**src/rtl/gtsa_pkg.sv**
```systemverilog
`timescale 1ns / 1ps
// gtsa_pkg: shared types and codes of the generation tagged slot allocator
// used by gtsa_exec and the top level; depends on nothing

package gtsa_pkg;

   localparam int ID_W   = 31;
   localparam int RUNS_W = 32;

   // command codes
   localparam logic [1:0] CMD_ALLOC  = 2'd0;
   localparam logic [1:0] CMD_FREE   = 2'd1;
   localparam logic [1:0] CMD_LOOKUP = 2'd2;
   localparam logic [1:0] CMD_RUN    = 2'd3;

   // response status codes
   localparam logic [1:0] RSP_OK      = 2'd0;
   localparam logic [1:0] RSP_NO_FREE = 2'd1;
   localparam logic [1:0] RSP_BAD_ID  = 2'd2;

   // generation step added on every allocation
   localparam logic [31:0] GEN_STEP = 32'd4096;

   typedef struct packed {
      logic [1:0]      cmd;
      logic [ID_W-1:0] target_id;
      logic [ID_W-1:0] owner_id;
      logic            check_perm;
   } cmd_type;

   typedef struct packed {
      logic [1:0]        status;
      logic [ID_W-1:0]   result_id;
      logic [RUNS_W-1:0] run_count;
   } rsp_type;

   // slot entry without the free list link
   typedef struct packed {
      logic              live;
      logic [ID_W-1:0]   id;
      logic [ID_W-1:0]   parent;
      logic [RUNS_W-1:0] runs;
   } entry_type;

endpackage

```
**src/rtl/gtsa_exec.sv**
```systemverilog
`timescale 1ns / 1ps
// gtsa_exec: command evaluation on the slot entry read from gtsa_mem
// produces the response, the write-back and the next head/current state; uses gtsa_pkg

module gtsa_exec #(
   parameter int SLOTS = 1024,
   localparam int AW = $clog2(SLOTS),
   localparam int IW = $clog2(SLOTS + 1)
) (
   input  gtsa_pkg::cmd_type             cmd,
   input  logic [AW-1:0]                 addr,
   input  gtsa_pkg::entry_type           rd_entry,
   input  logic [IW-1:0]                 rd_next,
   input  logic [IW-1:0]                 free_head,
   input  logic [IW-1:0]                 cur_slot,
   input  logic [gtsa_pkg::ID_W-1:0]     cur_id,
   output gtsa_pkg::rsp_type             rsp,
   output logic                          wr_en,
   output gtsa_pkg::entry_type           wr_entry,
   output logic [IW-1:0]                 wr_next,
   output logic [IW-1:0]                 head_nxt,
   output logic [IW-1:0]                 cur_slot_nxt,
   output logic [gtsa_pkg::ID_W-1:0]     cur_id_nxt
);

   import gtsa_pkg::*;

   localparam logic [IW-1:0] NUL_SLOT = IW'(SLOTS);

   logic [ID_W-1:0] idx_full;
   logic            idx_ok;
   logic            cur_live;
   logic            head_live;
   logic            tid_zero;
   logic            found;
   logic [IW-1:0]   addr_ext;
   logic [31:0]     gen_sum;
   logic [31:0]     gen_masked;
   logic [31:0]     gen;
   logic [ID_W-1:0] new_id;

   assign idx_full  = cmd.target_id & ID_W'(SLOTS - 1);
   assign idx_ok    = idx_full < ID_W'(SLOTS);
   assign cur_live  = cur_slot != NUL_SLOT;
   assign head_live = free_head != NUL_SLOT;
   assign tid_zero  = cmd.target_id == '0;
   assign addr_ext  = IW'(addr);

   // id zero stands for the current slot, whose entry was read
   assign found = tid_zero ? cur_live
                           : (idx_ok && rd_entry.live && (rd_entry.id == cmd.target_id));

   assign gen_sum    = 32'(rd_entry.id) + GEN_STEP;
   assign gen_masked = gen_sum & ~32'(SLOTS - 1);
   assign gen        = ((gen_masked == '0) || gen_masked[31]) ? GEN_STEP : gen_masked;
   assign new_id     = ID_W'(gen | 32'(addr));

   always_comb begin
      rsp          = '0;
      rsp.status   = RSP_OK;
      wr_en        = 1'b0;
      wr_entry     = rd_entry;
      wr_next      = rd_next;
      head_nxt     = free_head;
      cur_slot_nxt = cur_slot;
      cur_id_nxt   = cur_id;
      case (cmd.cmd)
         CMD_ALLOC: begin
            if (!head_live) begin
               rsp.status = RSP_NO_FREE;
            end else begin
               wr_en           = 1'b1;
               wr_entry.live   = 1'b1;
               wr_entry.id     = new_id;
               wr_entry.parent = cmd.owner_id;
               wr_entry.runs   = '0;
               head_nxt        = rd_next;
               rsp.result_id   = new_id;
            end
         end
         CMD_FREE: begin
            if (!found) begin
               rsp.status = RSP_BAD_ID;
            end else begin
               wr_en         = 1'b1;
               wr_entry.live = 1'b0;
               wr_next       = free_head;
               head_nxt      = addr_ext;
               if (cur_slot == addr_ext) begin
                  cur_slot_nxt = NUL_SLOT;
               end
            end
         end
         CMD_LOOKUP: begin
            if (tid_zero) begin
               rsp.result_id = cur_live ? cur_id : '0;
            end else if (!found) begin
               rsp.status = RSP_BAD_ID;
            end else if (cmd.check_perm && (!cur_live ||
                         ((addr_ext != cur_slot) && (rd_entry.parent != cur_id)))) begin
               rsp.status = RSP_BAD_ID;
            end else begin
               rsp.result_id = rd_entry.id;
            end
         end
         CMD_RUN: begin
            // the old current slot turns runnable implicitly: running means current
            if (!found) begin
               rsp.status = RSP_BAD_ID;
            end else begin
               wr_en         = 1'b1;
               wr_entry.runs = rd_entry.runs + RUNS_W'(1);
               cur_slot_nxt  = addr_ext;
               cur_id_nxt    = rd_entry.id;
               rsp.run_count = rd_entry.runs + RUNS_W'(1);
            end
         end
      endcase
   end

endmodule

```
**config.mk**
```make
export PLATFORM = sky130hd
export DESIGN_NAME = gtsa_exec
export DESIGN_NICKNAME = d
export VERILOG_FILES = /design/src/rtl/gtsa_pkg.sv /design/src/rtl/gtsa_exec.sv
export SDC_FILE = /design/constraint.sdc
export NUM_CORES = 1
export LEC_CHECK = 0
export BUFFER_PORTS_ARGS = -buffer_cell sky130_fd_sc_hd__buf_4
export CAP_MARGIN = 15
export CORE_AREA = 2 2 178 180
export DETAILED_ROUTE_END_ITERATION = 8
export DIE_AREA = 0 0 180 182
export PLACE_DENSITY_LB_ADDON = 0.05
export SYNTH_ARGS = -nofsm -noshare
export SYNTH_HDL_FRONTEND = slang
export SYNTH_SLANG_ARGS = --single-unit
```
**constraint.sdc**
```tcl
create_clock -name vclk -period 6.55
set_clock_uncertainty 0.2 [all_clocks]
set_input_delay 0.9825 -clock vclk [all_inputs]
set_output_delay 0.9825 -clock vclk [all_outputs]
set_load 0.05 [all_outputs]
```
# Word level (Yosys, flattened, before mapping)
# Cells that the tools add are included.
# classes
shifts	0
n_div	0
n_mul	0
eq_ne	9
n_lt_le_gt_ge	1
reduce_logical	11
muxes	36
bitwise_logic	1
addsub	2
# op_table
operator	count
31-bit two-way mux	8
32-bit two-way mux	3
95-bit two-way mux	1
11-bit two-way mux	7
32-bit one-hot mux with 2 select lines	1
62-bit two-way mux	1
31-bit one-hot mux with 2 select lines	1
11-bit one-hot mux with 2 select lines	2
31-bit by 13-bit adder with 32-bit output (second input constant)	1
32-bit by 1-bit adder with 32-bit output (second input constant)	1
32-bit logical NOT	1
31-bit equality test	1
31-bit logical NOT	1
31-bit != test	1
31-bit by 10-bit OR with 31-bit output	1
11-bit != test (second input constant)	2
11-bit by 10-bit equality test with 1-bit output	1
10-bit by 11-bit < comparator with 1-bit output (second input constant)	1
10-bit by 11-bit != test with 1-bit output	1
2-bit two-way mux	4
2-bit one-hot mux with 3 select lines	1
1-bit two-way mux	5
2-bit equality test (second input constant)	2
1-bit logical AND	4
6 further kinds	8
# totals
mem_bits_rw	0
romBits	0
register_bits	0
latchBits	0
memories	0

# Depth between registers and ports, before layout
# depth
word_depth	8
ltp_mapped	11
ltp_nobuf	8

# Worst setup path before layout
# OpenSTA, ideal clock, no wires.
# synth_timing
path_kind	input to output
start	input cmd[63] (netlist name)
end	output rsp[55] (netlist name)
path_buffers	1
cell_stages	7
arrival_ns	3.818
required_ns	5.367
setup_slack_ns	1.550
cell_sequence	inv_1 ha_1 inv_1 nor2_1 clkbuf_1 nand2_1 o311ai_0
# synth_lines
item	line	rtl
from (decl)	gtsa_exec.sv:10	input gtsa_pkg::cmd_type cmd,
to (decl)	gtsa_exec.sv:17	output gtsa_pkg::rsp_type rsp,

# Worst setup path in the final report
# layout_timing
start	input rd_entry[88] (netlist name)
end	output cur_id_nxt[6] (netlist name)
# layout_between
elab_chain_len	5
# layout_rtl
item	line	rtl
from (decl)	gtsa_exec.sv:12	input gtsa_pkg::entry_type rd_entry,
31-bit equality test	gtsa_exec.sv:51	: (idx_ok && rd_entry.live && (rd_entry.id == cmd.target_id));
1-bit logical AND	gtsa_exec.sv:51	
1-bit two-way mux	gtsa_exec.sv:50	assign found = tid_zero ? cur_live
31-bit two-way mux	gtsa_exec.sv:108	if (!found) begin
31-bit two-way mux	gtsa_exec.sv:67	case (cmd.cmd)
to (decl)	gtsa_exec.sv:23	output logic [gtsa_pkg::ID_W-1:0] cur_id_nxt
# Every way passes these cells.

==> reports/metrics.csv <==
metric,value,unit
final hold vios,0,
number of top-level pins,459,
initial antenna violation count,6,
"top cells by area, synth","sky130_fd_sc_hd__nand2_1, sky130_fd_sc_hd__xnor2_1, sky130_fd_sc_hd__xor2_1",
Die Outline Area,0.03276,mm^2
share of layout cells above drive strength 1,35.84,%
die boundary height,182,um
routability-driven placement congestion ratio,0.8822,
final instance area,0.009104,mm^2
via count of the first global-routing pass,8266,
register cell area after layout,0,um^2
accumulated negative setup slack,0,ns
cts-stage hold buffer count,0,
leak pwr,4.368,nW
Cells after Synth,967,
overall power,819.9,uW
post-synth top area cell,sky130_fd_sc_hd__nand2_1,
sum of net half-perimeters after detailed placement,32.82,mm
kind of launch point of the worst setup path,primary input,
result of the run,"finished, final reports clean",
first-iteration detailed-routing DRC count,473,
placed inst area,0.009091,mm^2
sequential cell area fraction in the yosys report,0,%
Unique masters post-synth,59,
pin count of the biggest net entering global routing,58,
number of fillers in the final layout,3576,
Final Max Tran Viols,0,
Resize count post-CTS,0,
Crit path required time,5.37,ns
transition time at the pin with the least slew margin,0.9174,ns
final standard cell count with taps included and fillers excluded,1774,
top-count cell post-synth,sky130_fd_sc_hd__nand2_1,
final critical path time including I/O delays and setup,5.429,ns
mean area per synthesized cell,5.484,um^2
power density over the cells,90.06,mW/mm^2
IR Drop Worst-Case VDD,41.85,uV
count of clock-net buffers in the final layout,0,
antenna-violating nets left,0,
Routed wire per std cell,22.26,um
final design utilization,29.38,%
routed wire length,39.50,mm
number of nets in the final layout,1612,
Final Cycle Share,82.89,%
share of the synthesized area in the top cell type,20.32,%
DR vias,8390,
Seq Cell Count,0,
count of buffers inserted at the top-level ports,459,
category of the worst setup path capture point,output port,
number of iterations in the first detailed-routing pass,5,
Syn Std Cell Area,0.005303,mm^2
starting density of the core,17.11,%
width of the chip,180,um
Arrival @ worst endpoint,4.25,ns
number of buffers inserted by post-CTS setup repair,0,
aggregate global-route resource usage,22.45,%
number of nets produced by synthesis,1210,
Layout area overhead,71.68,%
worst-path maximum fanout,21,
ranking of synthesized cells by instance count,"sky130_fd_sc_hd__nand2_1, sky130_fd_sc_hd__nor2_1, sky130_fd_sc_hd__o21ai_1, sky130_fd_sc_hd__xnor2_1, sky130_fd_sc_hd__xor2_1",
number of remaining DRC errors,0,
setup repair after global routing missed its margin,no,
CORE AREA,0.03099,mm^2
placed insts,1769,
count of yosys warnings during synthesis,0,
wire length of the first global-routing pass,56.01,mm
tightest slew margin relative to the limit,38.72,%
overall overflow remaining after global route,0,
type of the tightest min-delay check,in2out,
type of the worst setup path,in2out,
via/cell ratio,4.729,
# setup viols final,0,
# rows,65,
max-cap viol count,0,
achievable clock frequency,184.2,MHz
[per-stage QoR]
stage          setup WS, ns  hold WS [ns]
6_report              1.121         2.107
5_1_grt              0.9303         2.119
4_1_cts               1.108         2.110
3_5_place_dp          1.128         2.107
3_3_place_gp          1.070         2.109
2_1_floorplan         1.550         2.043
[cells in the final DEF (no fill, tap or decap), types with 4 or more instances in the layout]
| cell | n |
|---|---|
| sky130_fd_sc_hd__a21o_1 | 4 |
| sky130_fd_sc_hd__a21oi_1 | 29 |
| sky130_fd_sc_hd__a221o_1 | 4 |
| sky130_fd_sc_hd__a22o_1 | 13 |
| sky130_fd_sc_hd__a22oi_1 | 10 |
| sky130_fd_sc_hd__a31oi_1 | 12 |
| sky130_fd_sc_hd__and2_1 | 8 |
| sky130_fd_sc_hd__and3_1 | 14 |
| sky130_fd_sc_hd__and4_1 | 4 |
| sky130_fd_sc_hd__buf_4 | 468 |
| sky130_fd_sc_hd__diode_2 | 5 |
| sky130_fd_sc_hd__ha_1 | 9 |
| sky130_fd_sc_hd__inv_1 | 34 |
| sky130_fd_sc_hd__nand2_1 | 287 |
| sky130_fd_sc_hd__nand3_1 | 36 |
| sky130_fd_sc_hd__nand4_1 | 22 |
| sky130_fd_sc_hd__nor2_1 | 61 |
| sky130_fd_sc_hd__nor3_1 | 34 |
| sky130_fd_sc_hd__nor4_1 | 23 |
| sky130_fd_sc_hd__o211ai_1 | 5 |
| sky130_fd_sc_hd__o21ai_0 | 33 |
| sky130_fd_sc_hd__o21ai_1 | 64 |
| sky130_fd_sc_hd__o31ai_1 | 6 |
| sky130_fd_sc_hd__or3_1 | 13 |
| sky130_fd_sc_hd__xnor2_1 | 64 |
| sky130_fd_sc_hd__xor2_1 | 55 |
[final cells by class]
type	count	area, um^2	share of cell area (%)
tap	402	503.0	5.525
timing repair buffer	470	3553	39.03
inverter	35	131.4	1.443
antenna	5	12.51	0.1374
multi-input combinational	862	4903	53.86
[critical path, cell delays in order]
cell and delay (ns):
sky130_fd_sc_hd__buf_4 0.16, sky130_fd_sc_hd__xnor2_1 0.37, sky130_fd_sc_hd__nand4_1 0.14, sky130_fd_sc_hd__nor4_1 0.72, sky130_fd_sc_hd__a31oi_4 0.42, sky130_fd_sc_hd__nor2_4 0.67
sky130_fd_sc_hd__buf_4 0.33, sky130_fd_sc_hd__nand2_1 0.07, sky130_fd_sc_hd__nand2_1 0.13, sky130_fd_sc_hd__buf_4 0.22
[power breakdown]
group	switching (mW)	internal [mW]	total, mW
sequential	0	0	0
combinational	0.543	0.277	0.820
clock	0	0.000000103	0.000000103
[worst paths after layout]
path / startpoint / to / slack, ns / cells after the start
hold / removal: cmd[4] / wr_entry[35] / 2.11 / 4
setup / recovery: rd_entry[88] / cur_id_nxt[6] / 1.12 / 10
[kinds of logic after synthesis]
kind of cell,synth area share [%]
buffers and inverters,8.447
adder cells (fa/ha/maj),2.124
multiplexers,0.7787
XOR/XNOR,19.66
AND/OR/NAND/NOR,45.59
AO/OA/AOI/OAI,23.41
[routing by layer]
layer / share of wire (%) / routed length [um] / track usage (%) / vias up
met2: 48 / 18840 / 38.41 / 319
met1: 43 / 17030 / 28.62 / 3887
met5: 0.041 / 16 / 0 / -
li1: - / - / - / 4134
met4: 3.2 / 1246 / 6.634 / 2
met3: 6.0 / 2369 / 4.132 / 48
No activity file was read; power rests on OpenSTA's default activity.
